### config.mk
export PLATFORM = sky130hd
export DESIGN_NAME = route_record_pad_and_append
export DESIGN_NICKNAME = d
export VERILOG_FILES = /design/src/rrpa_pkg.sv /design/src/route_record_pad_and_append.sv /design/src/rrpa_cnt_unit.sv /design/src/rrpa_snr_conv.sv
export SDC_FILE = /design/constraint.sdc
export NUM_CORES = 1
export LEC_CHECK = 0
export BUFFER_PORTS_ARGS = -buffer_cell sky130_fd_sc_hd__buf_4
export CORE_UTILIZATION = 58
export DETAILED_ROUTE_END_ITERATION = 12
export PLACE_DENSITY = 0.91
export RECOVER_POWER = 25
export SYNTH_ARGS = -nofsm -noshare
export SYNTH_HDL_FRONTEND = slang
export SYNTH_SLANG_ARGS = --single-unit
### constraint.sdc
create_clock -name clk -period 10.9 [get_ports clk]
set_input_delay 1.635 -clock clk [delete_from_list [all_inputs] [get_ports clk]]
set_output_delay 1.635 -clock clk [all_outputs]
set_load 0.05 [all_outputs]
### src/rrpa_pkg.sv
// ----------------------------------------------------------------------------
// rrpa_pkg
// Shared types and constants for the route-record pad and append block.
// ----------------------------------------------------------------------------
`default_nettype none

package rrpa_pkg;

  localparam int CNT_W       = 4;   // list count width
  localparam int IDX_W       = 3;   // list index width on the result
  localparam int SNR_IN_W    = 12;  // input SNR, 1/16 dB
  localparam int SNR_Q_W     = 8;   // SNR byte, quarter dB
  localparam int ID_W        = 32;  // node identifier width
  localparam int ROUTE_DEPTH = 8;   // entries per list

  localparam logic [CNT_W-1:0] DEPTH_CNT   = CNT_W'(ROUTE_DEPTH);
  localparam logic [ID_W-1:0]  UNKNOWN_HOP = 32'hFFFF_FFFF;
  localparam logic [ID_W-1:0]  UNKNOWN_SNR = 32'h0000_0080;

  typedef enum logic [1:0] {
    KIND_ROUTE   = 2'd0,
    KIND_SNR     = 2'd1,
    KIND_SUMMARY = 2'd2
  } kind_t;

  // result of the shared count unit
  typedef struct packed {
    logic             lt;   // count below limit
    logic [CNT_W-1:0] inc;  // count plus one
  } cnt_res_t;

endpackage

`default_nettype wire

### src/route_record_pad_and_append.sv
// ----------------------------------------------------------------------------
// route_record_pad_and_append
// Pads a relayed route record with unknown hops and SNR markers, then
// appends this node's SNR and ID, one list write per result transfer.
// ----------------------------------------------------------------------------
// One header is taken at a time; in_stall stays high until its summary has
// been loaded into the output register. A small sequencer steps one shared
// compare/increment unit once per cycle while the output register can take
// a result: one step per entry written, one step to leave each padding phase
// (only when the hop counters are valid), one step for the SNR append, one
// for the own-ID append unless SNR only, and one for the summary. While the
// sink stalls a waiting result, the sequencer holds its step. The next
// header is accepted while the summary still waits in the output register.
// own_node_id is written through the cfg_ channel; cfg_ready is always high.
// ----------------------------------------------------------------------------
`default_nettype none

module route_record_pad_and_append (
  input  wire logic                             clk,
  input  wire logic                             rst_n,
  // configuration
  input  wire logic                             cfg_valid,
  output logic                                  cfg_ready,
  input  wire logic [rrpa_pkg::ID_W-1:0]        cfg_own_node_id,
  // header input
  input  wire logic                             in_valid,
  output logic                                  in_stall,
  input  wire logic [2:0]                       in_hop_init,
  input  wire logic [2:0]                       in_hop_left,
  input  wire logic [rrpa_pkg::CNT_W-1:0]       in_route_len,
  input  wire logic [rrpa_pkg::CNT_W-1:0]       in_snr_len,
  input  wire logic                             in_towards_destination,
  input  wire logic                             in_snr_only,
  input  wire logic signed [rrpa_pkg::SNR_IN_W-1:0] in_snr_sixteenth_db,
  // results
  output logic                                  out_valid,
  input  wire logic                             out_stall,
  output logic [1:0]                            out_entry_kind,
  output logic                                  out_back_path,
  output logic [rrpa_pkg::IDX_W-1:0]            out_entry_index,
  output logic [rrpa_pkg::ID_W-1:0]             out_entry_value,
  output logic [rrpa_pkg::CNT_W-1:0]            out_new_route_len,
  output logic [rrpa_pkg::CNT_W-1:0]            out_new_snr_len,
  output logic                                  out_route_overflow,
  output logic                                  out_last
);
  import rrpa_pkg::*;

  typedef enum logic [5:0] {
    ST_IDLE    = 6'b000001,
    ST_PAD_RT  = 6'b000010,  // pad route list up to hops taken
    ST_PAD_SNR = 6'b000100,  // pad SNR list up to route count
    ST_APP_SNR = 6'b001000,  // append measured SNR
    ST_APP_RT  = 6'b010000,  // append own ID
    ST_SUMM    = 6'b100000   // summary transfer
  } state_t;

  state_t state_r, state_nxt;

  // working registers for the header in flight
  logic [ID_W-1:0]    own_id_r;
  logic [CNT_W-1:0]   rc_r, rc_nxt;
  logic [CNT_W-1:0]   sc_r, sc_nxt;
  logic [CNT_W-1:0]   tgt_r;
  logic [SNR_Q_W-1:0] q_r;
  logic               back_r;
  logic               snr_only_r;
  logic               ovf_r, ovf_nxt;

  // output register
  logic               out_valid_r;
  kind_t              kind_r;
  logic               back_o_r;
  logic [IDX_W-1:0]   idx_r;
  logic [ID_W-1:0]    val_r;
  logic [CNT_W-1:0]   nrc_r;
  logic [CNT_W-1:0]   nsc_r;
  logic               novf_r;
  logic               last_r;

  // shared unit and SNR converter
  logic [CNT_W-1:0]   cu_cnt, cu_lim;
  cnt_res_t           cu_res;
  logic [SNR_Q_W-1:0] snr_q;

  rrpa_cnt_unit u_cnt (
    .cnt (cu_cnt),
    .lim (cu_lim),
    .res (cu_res)
  );

  rrpa_snr_conv u_snr (
    .snr_in (in_snr_sixteenth_db),
    .snr_q  (snr_q)
  );

  logic             in_xfer;
  logic             step_en;
  logic             emit;
  kind_t            e_kind;
  logic [IDX_W-1:0] e_idx;
  logic [ID_W-1:0]  e_val;
  logic             pad_ok;
  logic [2:0]       taken;
  logic [CNT_W-1:0] tgt_in;

  assign cfg_ready = 1'b1;
  assign in_stall  = (state_r != ST_IDLE);
  assign in_xfer   = in_valid && !in_stall;
  // the sequencer steps only when the output register can take a result
  assign step_en   = (state_r != ST_IDLE) && (!out_valid_r || !out_stall);

  // hop counters valid: start known and limit not above start
  assign pad_ok = (in_hop_init != 3'd0) && (in_hop_left <= in_hop_init);
  assign taken  = in_hop_init - in_hop_left;
  assign tgt_in = ({1'b0, taken} < DEPTH_CNT) ? {1'b0, taken} : DEPTH_CNT;

  // operand select for the shared unit
  always_comb begin
    cu_cnt = rc_r;
    cu_lim = DEPTH_CNT;
    case (state_r)
      ST_PAD_RT: begin
        cu_cnt = rc_r;
        cu_lim = tgt_r;
      end
      ST_PAD_SNR: begin
        cu_cnt = sc_r;
        cu_lim = (rc_r < DEPTH_CNT) ? rc_r : DEPTH_CNT;
      end
      ST_APP_SNR: begin
        cu_cnt = sc_r;
        cu_lim = DEPTH_CNT;
      end
      ST_APP_RT: begin
        cu_cnt = rc_r;
        cu_lim = DEPTH_CNT;
      end
      default: begin
        cu_cnt = rc_r;
        cu_lim = DEPTH_CNT;
      end
    endcase
  end

  // sequencer
  always_comb begin
    state_nxt = state_r;
    rc_nxt    = rc_r;
    sc_nxt    = sc_r;
    ovf_nxt   = ovf_r;
    emit      = 1'b0;
    e_kind    = KIND_SUMMARY;
    e_idx     = '0;
    e_val     = '0;
    case (state_r)
      ST_IDLE: begin
        if (in_xfer) begin
          rc_nxt    = in_route_len;
          sc_nxt    = in_snr_len;
          ovf_nxt   = 1'b0;
          state_nxt = pad_ok ? ST_PAD_RT : ST_APP_SNR;
        end
      end
      ST_PAD_RT: begin
        if (step_en) begin
          if (cu_res.lt) begin
            emit   = 1'b1;
            e_kind = KIND_ROUTE;
            e_idx  = rc_r[IDX_W-1:0];
            e_val  = UNKNOWN_HOP;
            rc_nxt = cu_res.inc;
          end else begin
            state_nxt = ST_PAD_SNR;
          end
        end
      end
      ST_PAD_SNR: begin
        if (step_en) begin
          if (cu_res.lt) begin
            emit   = 1'b1;
            e_kind = KIND_SNR;
            e_idx  = sc_r[IDX_W-1:0];
            e_val  = UNKNOWN_SNR;
            sc_nxt = cu_res.inc;
          end else begin
            state_nxt = ST_APP_SNR;
          end
        end
      end
      ST_APP_SNR: begin
        if (step_en) begin
          // full SNR list drops the measurement silently
          if (cu_res.lt) begin
            emit   = 1'b1;
            e_kind = KIND_SNR;
            e_idx  = sc_r[IDX_W-1:0];
            e_val  = {{(ID_W-SNR_Q_W){1'b0}}, q_r};
            sc_nxt = cu_res.inc;
          end
          state_nxt = snr_only_r ? ST_SUMM : ST_APP_RT;
        end
      end
      ST_APP_RT: begin
        if (step_en) begin
          if (cu_res.lt) begin
            emit   = 1'b1;
            e_kind = KIND_ROUTE;
            e_idx  = rc_r[IDX_W-1:0];
            e_val  = own_id_r;
            rc_nxt = cu_res.inc;
          end else begin
            ovf_nxt = 1'b1;
          end
          state_nxt = ST_SUMM;
        end
      end
      ST_SUMM: begin
        if (step_en) begin
          emit      = 1'b1;
          e_kind    = KIND_SUMMARY;
          state_nxt = ST_IDLE;
        end
      end
      default: begin
        state_nxt = ST_IDLE;
      end
    endcase
  end

  always_ff @(posedge clk) begin
    if (!rst_n) begin
      state_r     <= ST_IDLE;
      own_id_r    <= '0;
      out_valid_r <= 1'b0;
    end else begin
      state_r <= state_nxt;
      if (cfg_valid && cfg_ready) begin
        own_id_r <= cfg_own_node_id;
      end
      if (emit) begin
        out_valid_r <= 1'b1;
      end else if (!out_stall) begin
        out_valid_r <= 1'b0;
      end
    end
  end

  // working and payload registers, no reset needed
  always_ff @(posedge clk) begin
    rc_r  <= rc_nxt;
    sc_r  <= sc_nxt;
    ovf_r <= ovf_nxt;
    if (in_xfer) begin
      tgt_r      <= tgt_in;
      q_r        <= snr_q;
      back_r     <= ~in_towards_destination;
      snr_only_r <= in_snr_only;
    end
    if (emit) begin
      kind_r   <= e_kind;
      back_o_r <= back_r;
      idx_r    <= e_idx;
      val_r    <= e_val;
      // summary fields read zero on entry transfers
      if (e_kind == KIND_SUMMARY) begin
        nrc_r  <= rc_r;
        nsc_r  <= sc_r;
        novf_r <= ovf_r;
        last_r <= 1'b1;
      end else begin
        nrc_r  <= '0;
        nsc_r  <= '0;
        novf_r <= 1'b0;
        last_r <= 1'b0;
      end
    end
  end

  assign out_valid           = out_valid_r;
  assign out_entry_kind      = kind_r;
  assign out_back_path       = back_o_r;
  assign out_entry_index     = idx_r;
  assign out_entry_value     = val_r;
  assign out_new_route_len   = nrc_r;
  assign out_new_snr_len     = nsc_r;
  assign out_route_overflow  = novf_r;
  assign out_last            = last_r;

`ifndef SYNTH
  a_last_is_summary: assert property (@(posedge clk) disable iff (!rst_n)
    (out_valid && out_last) |-> (out_entry_kind == KIND_SUMMARY))
    else $error("last set on a non-summary transfer");

  a_entry_no_summary: assert property (@(posedge clk) disable iff (!rst_n)
    (out_valid && (out_entry_kind == KIND_ROUTE || out_entry_kind == KIND_SNR))
    |-> (!out_last && !out_route_overflow && out_new_route_len == '0 &&
         out_new_snr_len == '0))
    else $error("summary fields set on an entry transfer");

  a_accept_starts: assert property (@(posedge clk) disable iff (!rst_n)
    (in_valid && !in_stall) |=> (state_r == ST_PAD_RT || state_r == ST_APP_SNR))
    else $error("header accepted but sequencer did not start");

  a_summary_loads: assert property (@(posedge clk) disable iff (!rst_n)
    (state_r == ST_SUMM && step_en) |=> (out_valid && out_last && !in_stall))
    else $error("summary step did not load the output register");
`endif

endmodule

`default_nettype wire

### src/rrpa_cnt_unit.sv
// ----------------------------------------------------------------------------
// rrpa_cnt_unit
// Shared compare and increment unit, stepped by the sequencer.
// ----------------------------------------------------------------------------
`default_nettype none

module rrpa_cnt_unit (
  input  wire logic [rrpa_pkg::CNT_W-1:0] cnt,
  input  wire logic [rrpa_pkg::CNT_W-1:0] lim,
  output rrpa_pkg::cnt_res_t              res
);
  import rrpa_pkg::*;

  always_comb begin
    res.lt  = (cnt < lim);
    res.inc = cnt + CNT_W'(1);
  end

endmodule

`default_nettype wire

### src/rrpa_snr_conv.sv
// ----------------------------------------------------------------------------
// rrpa_snr_conv
// SNR from 1/16 dB to quarter dB, truncated toward zero, saturated to a byte.
// ----------------------------------------------------------------------------
`default_nettype none

module rrpa_snr_conv (
  input  wire logic signed [rrpa_pkg::SNR_IN_W-1:0] snr_in,
  output logic [rrpa_pkg::SNR_Q_W-1:0]              snr_q
);
  import rrpa_pkg::*;

  localparam logic signed [SNR_IN_W-1:0] Q_MAX = SNR_IN_W'(127);
  localparam logic signed [SNR_IN_W-1:0] Q_MIN = -SNR_IN_W'(128);

  logic signed [SNR_IN_W-1:0] biased;
  logic signed [SNR_IN_W-1:0] quot;

  always_comb begin
    // bias negatives by 3 so the arithmetic shift rounds toward zero
    biased = snr_in + $signed({{(SNR_IN_W-2){1'b0}}, snr_in[SNR_IN_W-1],
                               snr_in[SNR_IN_W-1]});
    quot   = biased >>> 2;
    if (quot > Q_MAX) begin
      snr_q = Q_MAX[SNR_Q_W-1:0];
    end else if (quot < Q_MIN) begin
      snr_q = Q_MIN[SNR_Q_W-1:0];
    end else begin
      snr_q = quot[SNR_Q_W-1:0];
    end
  end

endmodule

`default_nettype wire

==> flow_summary.toml <==
[setup_path]
critPathKind = "flip-flop to flip-flop"
critPathLaunchType = "flip-flop"
cp.required_ns = 10.95
path_cells = "xor2_1, and2_0, mux2i_1, inv_1, ha_1, a211oi_1, a31o_4, a21boi_0, nor2_4, buf_4"
cp_max_fo = 31
critPathMaxStageDelay_ns = 0.56
end_kind = "flip-flop"
crit_path_top_delay_cell = "dfxtp_1"
cp_data_arrival_time_ns = 3.93

[hold_path]
min_path_type = "flip-flop to flip-flop"

[run]
maxCapViolCount = 1

[status]
outcome = "finished, violations left"
violations = "max-capacitance violations, max-slew violations"

[die]
die_w_microns = 95.0
start_util_pct = 60.5
dieArea_sq_mm = 0.00903
io_pins = 116
fp-row-count = 33
die_h_microns = 95.0
coreArea_sq_mm = 0.00830

[sta]
rsz0062_at_grt = "false"
fmax_mhz = 258
layout_min_cycle_time_ns = 3.88
max-slew-margin-rel_pct = -57.2
fin_skew_ns = 0.00950
fin_tns_setup_ns = 0
hold_viol_final = 0
setup_viol = 0
report.final.slew_viol_count = 33
worst_pin_slew_ns = 2.36
setup_slack_ns = 7.02
fin_crit_sh_pct = 35.6

[yosys]
ys_ff_latch = 109
synth.largest_area_cell = "edfxtp_1"
synth_edf_count = 70
syn_inst = 456
ys_seq_area_share_pct = 57.4
synth_warnings = 0
ys_types = 63
async_flop_share_pct = 0
synth_area_sq_mm = 0.00502
ys.flop_type = "edfxtp_1"
syn-mean-instance-area_sq_um = 11.0
yosysTopAreaCellShare_pct = 41.9
synthTopCellsByArea = "edfxtp_1 (42%), dfxtp_1 (16%), mux2i_1 (6.6%), nor2_1 (5.6%), a21oi_1 (3.2%)"
syn_nets = 530

[clock_tree]
clockRootBuffer = "clkbuf_8"
cts_tree = "done"
cts_made_buffers = 9
hold_buffers = 0
cts_max_level = 3
cts_resized = 0
clk_latency_ns = 0.39
cts_setup_buffers = 0
clkSinkCount = 109
path_clk_slew_ns = 0.11
clock_tree.buffer_depth = 2

[drt]
routed_wl_mm = 10.7
wl_per_cell_microns = 16.2
drt-initial-drc-count = 335
viasPerCell = 5.75
detail-route-antenna-nets = 0
drtPass1Iterations = 5
vias = 3815
drcViolationCount = 0

[final_layout]
area_growth_pct = 20.7
diodes = 0
fin_util_pct = 73.0
layout-drive-gt1-share_pct = 25.8
nets = 627
final_area_sq_mm = 0.00606

[placement]
placed_area_sq_mm = 0.00587
portBuffers = 114
hpwl_mm = 7.70
pre_cts_slack_ns = 7.06
place.gp.congestion = 0.989

[pwr]
vdd_ir_drop_max_mv = 0.0914
p_leak_nw = 2.31
powerDensity_mw_per_mm2 = 182
p_total_w = 0.00110

[grt]
gr-usage-all-layers_pct = 25.1
antenna_found_initial = 0
grt_pass1_vias = 3511
grt_pass1_wl_mm = 16.9
grt_overflow = 0
grt_max_degree = 43
## registers in the layout, indices dropped and copies added (netlist names), 2 cells and up
register,flops
tgt_r,3
q_r,8
out_entry_index,3
sc_r,4
out_new_snr_len,4
out_entry_value,32
state_r,6
own_id_r,32
out_new_route_len,4
out_entry_kind,2
rc_r,4
## routing by layer
metal  routed length [microns]  part of all wire (%)  GRT usage, %
met1                      4420                    41          32.3
met2                      5300                    49          41.8
met3                       817                   7.6          5.66
met4                       204                   1.9          8.71
met5                         0                     0             0
## cell usage after synthesis (all sizes together) (3+ instances only)
cell type	count
a22oi	3
xnor2	9
a31oi	3
nand2b	3
nand3	9
nand2	28
nand4	4
and3	3
nor3	4
mux2i	33
dfxtp	39
ha	8
o21ai	25
clkbuf	11
buf	19
nor2	76
xor2	8
and2	11
edfxtp	70
a21oi	32
o211ai	3
or2	4
a221oi	9
inv	13
## power breakdown
part           switching [W]  total (W)  leakage, nW  internal (W)
Sequential         0.0000370   0.000539        0.922      0.000502
Clock               0.000142   0.000244       0.0960      0.000101
Combinational       0.000208   0.000319         1.29      0.000111
Total               0.000388    0.00110         2.31      0.000714
## per-stage QoR
step | hold slack (ns) | cells
floorplan | 0.400 | 456
global placement | 0.406 | 647
detailed placement | 0.405 | 647
CTS | 0.432 | 663
global route | 0.457 | 663
finish | 0.430 | 663
## logic make-up (layout without fill, tap and decap cells)
group	count (synthesis)	in the layout	share of synthesized area [%]
flip-flops	109	109	57.4
AO/OA/AOI/OAI	91	91	11.7
multiplexers	33	33	6.58
buffers and inverters	43	145	4.09
AND/OR/NAND/NOR	153	153	14.8
XOR/XNOR	17	17	2.97
adder cells (fa/ha/maj)	9	9	2.39
other	1	1	0.0747
## worst paths after layout
| path | from | endpoint | slack [ns] | cells after the start |
|---|---|---|---|---|
| setup reg to reg | state_r[3] | out_entry_kind[1] | 7.02 | 10 |
| hold reg to reg | back_r | out_back_path | 0.43 | 0 |
| setup / recovery | state_r[3] | out_entry_kind[1] | 7.02 | 10 |
| hold / removal | back_r | out_back_path | 0.43 | 0 |
## layout by cell type (no fill, tap or decap), types with 9 or more instances in the layout
cell type    n
o21ai_0     23
clkbuf_8     9
edfxtp_1    70
nor2_1      74
a21oi_1     32
mux2i_1     33
nand2_1     28
xnor2_1      9
dfxtp_1     39
inv_1       12
buf_4      109
nand3_1      9
and2_1      10
## critical path: cells and delay by family, from the launching register on
| kind | cells | cell delay, ns |
|---|---|---|
| fa+ha+maj | 1 | 0.23 |
| xor+xnor | 1 | 0.25 |
| flops | 1 | 0.56 |
| simple gates | 2 | 0.78 |
| buf+inv | 2 | 0.53 |
| compound gates | 3 | 0.78 |
| mux | 1 | 0.40 |
## cell type report
cell class / count / area, sq um
Sequential cell: 109 / 2880
Fill cell: 563 / 2240
Multi-Input combinational cell: 304 / 1930
Timing Repair Buffer: 116 / 860
Clock buffer: 11 / 153
Tap cell: 105 / 131
Clock inverter: 5 / 51.3
Inverter: 13 / 48.8
No activity file was read; power rests on OpenSTA's default activity.
